--- src/sv/fhp_pkg.sv ---
// Shared constants, types and the color palette of the fire heat propagation unit.
package fhp_pkg;

   localparam int FHP_GRID_SIZE        = 16;
   localparam int FHP_FIRST_SOURCE_ROW = 4;
   localparam int FHP_MAX_EMIT         = 16;

   localparam logic [5:0]  HEAT_MAX    = 6'd36;
   localparam logic [15:0] LIMIT_RESET = 16'd250;
   localparam logic [15:0] COUNT_MAX   = 16'hFFFF;

   localparam logic OP_UPDATE = 1'b0;
   localparam logic OP_CLEAR  = 1'b1;

   typedef struct packed {
      logic start;
      logic first_col;
      logic last_col;
   } fhp_frame_cmd_type;

   function automatic logic [23:0] fhp_palette(input logic [5:0] heat);
      logic [23:0] rgb;
      case (heat)
         6'd0:    rgb = 24'h070707;
         6'd1:    rgb = 24'h1F0707;
         6'd2:    rgb = 24'h2F0F07;
         6'd3:    rgb = 24'h470F07;
         6'd4:    rgb = 24'h571707;
         6'd5:    rgb = 24'h671F07;
         6'd6:    rgb = 24'h771F07;
         6'd7:    rgb = 24'h8F2707;
         6'd8:    rgb = 24'h9F2F07;
         6'd9:    rgb = 24'hAF3F07;
         6'd10:   rgb = 24'hBF4707;
         6'd11:   rgb = 24'hC74707;
         6'd12:   rgb = 24'hDF4F07;
         6'd13:   rgb = 24'hDF5707;
         6'd14:   rgb = 24'hDF5707;
         6'd15:   rgb = 24'hD75F07;
         6'd16:   rgb = 24'hD75F07;
         6'd17:   rgb = 24'hD7670F;
         6'd18:   rgb = 24'hCF6F0F;
         6'd19:   rgb = 24'hCF770F;
         6'd20:   rgb = 24'hCF7F0F;
         6'd21:   rgb = 24'hCF8717;
         6'd22:   rgb = 24'hC78717;
         6'd23:   rgb = 24'hC78F17;
         6'd24:   rgb = 24'hC7971F;
         6'd25:   rgb = 24'hBF9F1F;
         6'd26:   rgb = 24'hBF9F1F;
         6'd27:   rgb = 24'hBFA727;
         6'd28:   rgb = 24'hBFA727;
         6'd29:   rgb = 24'hBFAF2F;
         6'd30:   rgb = 24'hB7AF2F;
         6'd31:   rgb = 24'hB7B72F;
         6'd32:   rgb = 24'hB7B737;
         6'd33:   rgb = 24'hCFCF6F;
         6'd34:   rgb = 24'hDFDF9F;
         6'd35:   rgb = 24'hEFEFC7;
         default: rgb = 24'hFFFFFF;
      endcase
      return rgb;
   endfunction

endpackage

--- src/sv/fire_heat_propagation_unit.sv ---
// Fire heat propagation unit: column-serial heat store update and palette pixel output.
//
// An update item reads source rows FIRST_SOURCE_ROW to GRID_SIZE-1 of its
// column through the one read and one write port of the heat store, one source
// row a cycle, and writes each back one row above, or two above when it decays;
// it then emits up to 16 pixels, each by a store read and then a palette lookup
// into the output register. After reset, and for each store reset item, the unit
// clears all 2^(2 * ceil(log2 GRID_SIZE)) store entries (256 at the default
// size) with req_stall high. Update items naming a column outside the grid are
// taken while the unit stays idle and give no pixels.
module fire_heat_propagation_unit #(
   parameter int GRID_SIZE        = fhp_pkg::FHP_GRID_SIZE,
   parameter int FIRST_SOURCE_ROW = fhp_pkg::FHP_FIRST_SOURCE_ROW
) (
   input  logic        clock,
   input  logic        reset,
   input  logic        req_valid,
   output logic        req_stall,
   input  logic        req_op,
   input  logic [3:0]  req_column,
   input  logic [15:0] req_decay_bits,
   output logic        rsp_valid,
   input  logic        rsp_stall,
   output logic [3:0]  rsp_row,
   output logic [7:0]  rsp_red,
   output logic [7:0]  rsp_green,
   output logic [7:0]  rsp_blue,
   output logic        rsp_last,
   output logic        rsp_frame_done,
   input  logic        csr_valid,
   output logic        csr_ready,
   input  logic [15:0] csr_frame_limit
);
   import fhp_pkg::*;

   localparam int RW       = $clog2(GRID_SIZE);
   localparam int CW       = $clog2(GRID_SIZE + 1);
   localparam int AW       = 2 * RW;
   localparam int DEPTH    = 1 << AW;
   localparam int NUM_EMIT = (GRID_SIZE < FHP_MAX_EMIT) ? GRID_SIZE : FHP_MAX_EMIT;

   typedef enum logic [4:0] {
      ST_CLEAR   = 5'b00001,
      ST_IDLE    = 5'b00010,
      ST_UPD     = 5'b00100,
      ST_EMIT_RD = 5'b01000,
      ST_EMIT_LD = 5'b10000
   } state_type;

   state_type         state_ff, state_in;
   logic [AW-1:0]     clr_addr_ff, clr_addr_in;
   logic [CW-1:0]     row_ff, row_in;
   logic              pend_ff, pend_in;
   logic [RW-1:0]     col_ff, col_in;
   logic [15:0]       bits_ff, bits_in;
   logic              done_ff, done_in;
   logic [15:0]       limit_ff, limit_in;

   logic              rsp_valid_ff, rsp_valid_in;
   logic [3:0]        rsp_row_ff, rsp_row_in;
   logic [23:0]       rsp_rgb_ff, rsp_rgb_in;
   logic              rsp_last_ff, rsp_last_in;
   logic              rsp_done_ff, rsp_done_in;

   logic [5:0]        mem [DEPTH];
   logic [5:0]        rd_data_ff;
   logic              rd_en;
   logic [AW-1:0]     rd_addr;
   logic              wr_en;
   logic [AW-1:0]     wr_addr;
   logic [5:0]        wr_data;

   logic              accept;
   logic              col_ok;
   logic              issue;
   logic [CW-1:0]     src_row;
   logic [15:0]       decay_shift;
   logic              decay;
   logic [CW-1:0]     dst_row;
   logic              out_free;
   logic              emit_last;
   logic              frame_done;
   fhp_frame_cmd_type frame_cmd;

   assign accept      = req_valid && !req_stall;
   assign col_ok      = (32'(req_column) < 32'(GRID_SIZE));
   assign issue       = (row_ff != CW'(GRID_SIZE));
   assign src_row     = row_ff - CW'(1);
   assign decay_shift = bits_ff >> src_row;
   assign decay       = decay_shift[0] && (rd_data_ff != 6'd0);
   assign dst_row     = src_row - CW'(1) - CW'(decay);
   assign out_free    = !rsp_valid_ff || !rsp_stall;
   assign emit_last   = (row_ff == CW'(NUM_EMIT - 1));

   assign frame_cmd.start     = accept && (req_op == OP_UPDATE) && col_ok;
   assign frame_cmd.first_col = (req_column == 4'd0);
   assign frame_cmd.last_col  = (32'(req_column) == 32'(GRID_SIZE - 1));

   fhp_frame_ctr u_frame_ctr (
      .clock       (clock),
      .reset       (reset),
      .cmd         (frame_cmd),
      .frame_limit (limit_ff),
      .done        (frame_done)
   );

   always_comb begin
      state_in    = state_ff;
      clr_addr_in = clr_addr_ff;
      row_in      = row_ff;
      pend_in     = 1'b0;
      col_in      = col_ff;
      bits_in     = bits_ff;
      done_in     = done_ff;
      rd_en       = 1'b0;
      rd_addr     = {col_ff, row_ff[RW-1:0]};
      wr_en       = 1'b0;
      wr_addr     = {col_ff, dst_row[RW-1:0]};
      wr_data     = (rd_data_ff == 6'd0) ? 6'd0 : rd_data_ff - 6'(decay);

      rsp_valid_in = rsp_valid_ff && rsp_stall;
      rsp_row_in   = rsp_row_ff;
      rsp_rgb_in   = rsp_rgb_ff;
      rsp_last_in  = rsp_last_ff;
      rsp_done_in  = rsp_done_ff;

      case (state_ff)
         ST_CLEAR: begin
            wr_en       = 1'b1;
            wr_addr     = clr_addr_ff;
            wr_data     = (clr_addr_ff[RW-1:0] == RW'(GRID_SIZE - 1)) ? HEAT_MAX : 6'd0;
            clr_addr_in = clr_addr_ff + AW'(1);
            if (clr_addr_ff == AW'(DEPTH - 1)) begin
               state_in = ST_IDLE;
            end
         end
         ST_IDLE: begin
            if (accept) begin
               if (req_op == OP_CLEAR) begin
                  state_in    = ST_CLEAR;
                  clr_addr_in = '0;
               end else if (col_ok) begin
                  state_in = ST_UPD;
                  col_in   = RW'(req_column);
                  bits_in  = req_decay_bits;
                  done_in  = frame_done;
                  row_in   = CW'(FIRST_SOURCE_ROW);
               end
            end
         end
         ST_UPD: begin
            // read the next source row while the previous one is written back
            if (issue) begin
               rd_en   = 1'b1;
               row_in  = row_ff + CW'(1);
               pend_in = 1'b1;
            end
            if (pend_ff) begin
               wr_en = 1'b1;
            end
            if (!issue && !pend_ff) begin
               state_in = ST_EMIT_RD;
               row_in   = '0;
            end
         end
         ST_EMIT_RD: begin
            rd_en    = 1'b1;
            state_in = ST_EMIT_LD;
         end
         ST_EMIT_LD: begin
            if (out_free) begin
               rsp_valid_in = 1'b1;
               rsp_row_in   = 4'(row_ff);
               rsp_rgb_in   = fhp_palette(rd_data_ff);
               rsp_last_in  = emit_last;
               rsp_done_in  = emit_last && done_ff;
               if (emit_last) begin
                  state_in = ST_IDLE;
               end else begin
                  state_in = ST_EMIT_RD;
                  row_in   = row_ff + CW'(1);
               end
            end
         end
         default: begin
            state_in = ST_IDLE;
         end
      endcase

      limit_in = (csr_valid && csr_ready) ? csr_frame_limit : limit_ff;
   end

   always_ff @(posedge clock) begin
      if (reset) begin
         state_ff     <= ST_CLEAR;
         clr_addr_ff  <= '0;
         pend_ff      <= 1'b0;
         limit_ff     <= LIMIT_RESET;
         rsp_valid_ff <= 1'b0;
      end else begin
         state_ff     <= state_in;
         clr_addr_ff  <= clr_addr_in;
         pend_ff      <= pend_in;
         limit_ff     <= limit_in;
         rsp_valid_ff <= rsp_valid_in;
      end
   end

   always_ff @(posedge clock) begin
      row_ff      <= row_in;
      col_ff      <= col_in;
      bits_ff     <= bits_in;
      done_ff     <= done_in;
      rsp_row_ff  <= rsp_row_in;
      rsp_rgb_ff  <= rsp_rgb_in;
      rsp_last_ff <= rsp_last_in;
      rsp_done_ff <= rsp_done_in;
   end

   always_ff @(posedge clock) begin
      if (wr_en) begin
         mem[wr_addr] <= wr_data;
      end
      if (rd_en) begin
         rd_data_ff <= mem[rd_addr];
      end
   end

   assign req_stall      = (state_ff != ST_IDLE);
   assign csr_ready      = 1'b1;
   assign rsp_valid      = rsp_valid_ff;
   assign rsp_row        = rsp_row_ff;
   assign rsp_red        = rsp_rgb_ff[23:16];
   assign rsp_green      = rsp_rgb_ff[15:8];
   assign rsp_blue       = rsp_rgb_ff[7:0];
   assign rsp_last       = rsp_last_ff;
   assign rsp_frame_done = rsp_done_ff;

   a_done_on_last: assert property (@(posedge clock) disable iff (reset)
      rsp_valid && rsp_frame_done |-> rsp_last)
      else $error("frame_done without last");

   a_no_rw_clash: assert property (@(posedge clock) disable iff (reset)
      rd_en && wr_en |-> rd_addr != wr_addr)
      else $error("store read and write hit the same entry");

   a_write_above: assert property (@(posedge clock) disable iff (reset)
      state_ff == ST_UPD && pend_ff |-> dst_row < src_row)
      else $error("heat written at or below its source row");

   a_clear_start: assert property (@(posedge clock) disable iff (reset)
      accept && req_op == OP_CLEAR |=> state_ff == ST_CLEAR && clr_addr_ff == '0)
      else $error("store reset item did not start a clearing pass");

endmodule

--- src/sv/fhp_frame_ctr.sv ---
// Frame counter that flags the last column of every limit-th frame.
module fhp_frame_ctr (
   input  logic                      clock,
   input  logic                      reset,
   input  fhp_pkg::fhp_frame_cmd_type cmd,
   input  logic [15:0]               frame_limit,
   output logic                      done
);
   import fhp_pkg::*;

   logic [15:0] count_ff;
   logic [15:0] count_in;
   logic        limit_ff;
   logic        limit_in;
   logic [15:0] count_inc;
   logic        limit_next;

   always_comb begin
      count_inc  = (count_ff == COUNT_MAX) ? count_ff : count_ff + 16'd1;
      limit_next = limit_ff;
      count_in   = count_ff;
      if (cmd.start && cmd.first_col) begin
         count_in   = count_inc;
         limit_next = (count_inc >= frame_limit);
      end
      done     = cmd.start && cmd.last_col && limit_next;
      limit_in = limit_next;
      if (done) begin
         count_in = '0;
         limit_in = 1'b0;
      end
   end

   always_ff @(posedge clock) begin
      if (reset) begin
         count_ff <= '0;
         limit_ff <= 1'b0;
      end else begin
         count_ff <= count_in;
         limit_ff <= limit_in;
      end
   end

endmodule

--- config.mk ---
export PLATFORM = sky130hd
export DESIGN_NAME = fire_heat_propagation_unit
export DESIGN_NICKNAME = d
export VERILOG_FILES = /design/src/sv/fhp_pkg.sv /design/src/sv/fire_heat_propagation_unit.sv /design/src/sv/fhp_frame_ctr.sv
export SDC_FILE = /design/constraint.sdc
export NUM_CORES = 2
export LEC_CHECK = 0
export ABC_CLOCK_PERIOD_IN_PS = 11600
export BUFFER_PORTS_ARGS = -buffer_cell sky130_fd_sc_hd__buf_2
export CORE_MARGIN = 4
export CORE_UTILIZATION = 41
export CTS_BUF_LIST = sky130_fd_sc_hd__clkbuf_16
export DETAILED_ROUTE_END_ITERATION = 16
export GPL_ROUTABILITY_DRIVEN = 0
export PLACE_DENSITY = 0.62
export SYNTH_ARGS = -nofsm -noshare
export SYNTH_HDL_FRONTEND = slang
export SYNTH_SLANG_ARGS = --single-unit
--- constraint.sdc ---
create_clock -name clock -period 11.6 [get_ports clock]
set_clock_uncertainty 0.2 [all_clocks]
set_input_delay 2.32 -clock clock [delete_from_list [all_inputs] [get_ports clock]]
set_output_delay 2.32 -clock clock [all_outputs]
set_load 0.03 [all_outputs]
==> results.sh <==
export IMPL_post_route_period_util=0.512
export IMPL_cpPeakStageDelay_ps=710
export IMPL_htreeDepth=4
export IMPL_worst_r2r_path_depth=16
export IMPL_crit_path_frequent_cell="ha_1"
export IMPL_ios=75
export IMPL_finalNetCount=3806
export IMPL_layout_commonest_cell="edfxtp_1"
export IMPL_fmax_ghz=0.168
export IMPL_async_flop_share=0
export IMPL_cts_sinks=1637
export IMPL_critical_path_class="flip-flop to flip-flop"
export IMPL_status="finished, final reports clean"
export IMPL_clk_pin_slew_ps=60
export IMPL_core_mm2=0.160
export IMPL_area_growth_pct=11.8
export IMPL_cts_setup_buffers=0
export IMPL_slowest_stage="nand2_1"
export IMPL_drt_initial_drc_count=4277
export IMPL_avgViaCountPerCell=5.84
export IMPL_cp_arrival_ps=6150
export IMPL_final_area_mm2=0.0739
export IMPL_hold_buffers=0
export IMPL_fin_ws_ps=5660
export IMPL_netlist_area_mm2=0.0661
export IMPL_yosysWarnings=0
export IMPL_cts_resized=0
export IMPL_finalSetupTns_ps=0
export IMPL_dr_pass1_iters=6
export IMPL_antenna_left=0
export IMPL_cts_buffer_depth=3
export IMPL_crit_path_start_kind="flip-flop"
export IMPL_pre_cts_slack_ps=5670
export IMPL_initial_core_util=0.412
export IMPL_hp_start="limit_ff[9]$_SDFFE_PP0P_"
export IMPL_r2r_start="row_ff[0]$_DFFE_PP_"
export IMPL_path_buf_inv=4
export IMPL_synth_seq_area_share=0.736
export IMPL_grt_usage=0.201
export IMPL_antenna_found_initial=1
export IMPL_vias=35200
export IMPL_slew_violations=0
export IMPL_hp_class="flip-flop to flip-flop"
export IMPL_holdPathEnd="limit_ff[9]$_SDFFE_PP0P_"
export IMPL_finalHoldViolations=0
export IMPL_yosys_register_bits=1637
export IMPL_power_leakage_nw=22.9
export IMPL_routedWlPerCell_um=28.2
export IMPL_synth_flop_cell="edfxtp_1"
export IMPL_root_buffer="clkbuf_16"
export IMPL_worstPathCellList="buf_4 > inv_1 > ha_1 > mux4_2 > mux4_2 > o221ai_1 > ha_1 > inv_1 > ha_1 > xor2_1 > nand2_1 > o21a_1 > nor2_1 > nand2_1 > buf_4 > nor2_1"
export IMPL_setup_violations=0
export IMPL_cts_made_buffers=160
export IMPL_grt_pass1_wl_um=248000
export IMPL_crit_required_ps=11810
export IMPL_remaining_drc_errors=0
export IMPL_grt_pass1_vias=34500
export IMPL_maxCapViolCount=0
export IMPL_grt_setup_unrepaired="no"
export IMPL_final_min_clock_period_ps=5940
export IMPL_p_total_mw=12.4
export IMPL_synthCells=3648
export IMPL_grt_max_degree=177
export IMPL_grt_overflow=0
export IMPL_crit_fanout=36
export IMPL_crit_path_end_kind="flip-flop"
export IMPL_die_area_mm2=0.168
export IMPL_ir_worst_vdd_mv=0.132
export IMPL_rows=147
export IMPL_wl_um=170000
export IMPL_synth_edf_count=1589
export IMPL_final_cell_mix="edfxtp_1 (1,589), nor2_1 (358), mux4_2 (296), mux2i_1 (248), clkbuf_16 (165)"
export IMPL_power_density_mw_per_mm2=168
export IMPL_cp_top_family="simple AND/OR/NAND/NOR gates"
export IMPL_rrSetupSlack_ps=5660
export IMPL_synth_cell_types=75
export IMPL_io_buffer_count=64
export IMPL_dp_hpwl_um=102000
export IMPL_synth_area_per_cell_um2=18.1
export IMPL_worst_pin_slew_ps=1410
export IMPL_die_height_um=410
export IMPL_clkLatencyLatePin_ps=790
export IMPL_r2r_end="mem[16][3]$_DFFE_PP_"
export IMPL_placed_area_mm2=0.0686
export IMPL_max_slew_margin=0.0334
export IMPL_whs_path_depth=2
export IMPL_die_w_um=410
export IMPL_drive_above_1_share=0.181
export IMPL_cts_tree="done"
==> per-layer routing <==
| layer | up-vias | wire length, um | track usage |
|---|---|---|---|
| li1 | 14900 | - | - |
| met1 | 18300 | 71900 | 0.293 |
| met2 | 1736 | 78500 | 0.306 |
| met3 | 276 | 14900 | 0.0436 |
| met4 | 2 | 4750 | 0.0580 |
| met5 | - | 13 | 0 |
==> cell type report <==
class,count,area [um2]
fill,13600,86500
clock buffer,165,4130
antenna,1,2.50
tap,2160,2700
timing repair buffer,135,953
multi-input combinational,1754,16100
sequential,1637,48700
inverter,41,156
clock inverter,127,1160
==> per-stage QoR <==
step | std cells | hold WS [ps] | utilization
after floorplan | 3657 | 221 | -
after detailed placement | 5727 | 285 | 0.428
after global routing | 6019 | 321 | 0.461
after CTS | 6019 | 303 | 0.461
final | 6020 | 294 | 0.461
after global placement | 5727 | 276 | 0.428
==> Yosys cell counts, types with 17 or more instances <==
library cell | instances | area (um2)
o22ai_1 | 53 | 332
a21oi_1 | 103 | 515
mux2i_1 | 248 | 2480
nor3_1 | 48 | 240
clkbuf_1 | 102 | 383
nor2_1 | 362 | 1360
o221ai_1 | 90 | 788
xnor2_1 | 22 | 193
ha_1 | 35 | 438
buf_6 | 30 | 338
nand2_1 | 144 | 541
dfxtp_1 | 48 | 961
a2111oi_0 | 17 | 149
buf_4 | 34 | 255
a211oi_1 | 27 | 203
buf_2 | 36 | 180
o21ai_0 | 37 | 185
mux4_2 | 296 | 6670
and3_1 | 17 | 106
inv_1 | 37 | 139
nor4_1 | 19 | 119
nand2b_1 | 18 | 113
nand3_1 | 30 | 150
buf_1 | 20 | 75.1
edfxtp_1 | 1589 | 47700
==> cells by family (layout without fill, tap and decap cells) <==
| kind of cell | after synthesis | count (layout) | synth area share |
|---|---|---|---|
| compound gates | 402 | 402 | 0.0416 |
| xor+xnor | 37 | 37 | 0.00490 |
| fa+ha+maj | 35 | 35 | 0.00662 |
| buf+inv | 266 | 468 | 0.0218 |
| flops | 1637 | 1637 | 0.736 |
| mux | 551 | 551 | 0.140 |
| other cells | 1 | 11 | 0.0000567 |
| simple gates | 719 | 719 | 0.0484 |
==> state kept, by name (all words and copies together) (netlist names), 4 cells and up <==
| name | flops |
|---|---|
| rsp_rgb_ff | 15 |
| rd_data_ff | 6 |
| u_frame_ctr.count_ff | 16 |
| rsp_row | 4 |
| row_ff | 5 |
| state_ff | 5 |
| clr_addr_ff | 8 |
| bits_ff | 16 |
| col_ff | 4 |
| mem | 1536 |
| limit_ff | 16 |
==> how the worst max path moves through the flow <==
stage,start,to,slack [ps],cells past startpoint
finish,row_ff[0]$_DFFE_PP_,mem[16][3]$_DFFE_PP_,5660,16
CTS,row_ff[0]$_DFFE_PP_,mem[243][2]$_DFFE_PP_,5660,13
global placement,row_ff[0]$_DFFE_PP_,mem[16][0]$_DFFE_PP_,5690,16
floorplan,row_ff[0]$_DFFE_PP_,mem[0][4]$_DFFE_PP_,820,16
detailed placement,row_ff[0]$_DFFE_PP_,mem[240][2]$_DFFE_PP_,5670,13
global route,row_ff[0]$_DFFE_PP_,mem[244][2]$_DFFE_PP_,5340,13
==> power breakdown <==
group | total [mW] | leakage [nW] | switching (mW) | internal, mW
registers | 6.67 | 15.0 | 0.0165 | 6.65
clock network | 5.24 | 2.68 | 2.21 | 3.03
logic | 0.505 | 5.18 | 0.438 | 0.0677
==> tightest hold or removal path, stage by stage, from the launching register on <==
cell	delay (ps)
dfxtp_1	320
mux2i_1	70
nor2_1	70
Power figures use the tool's default switching activity.
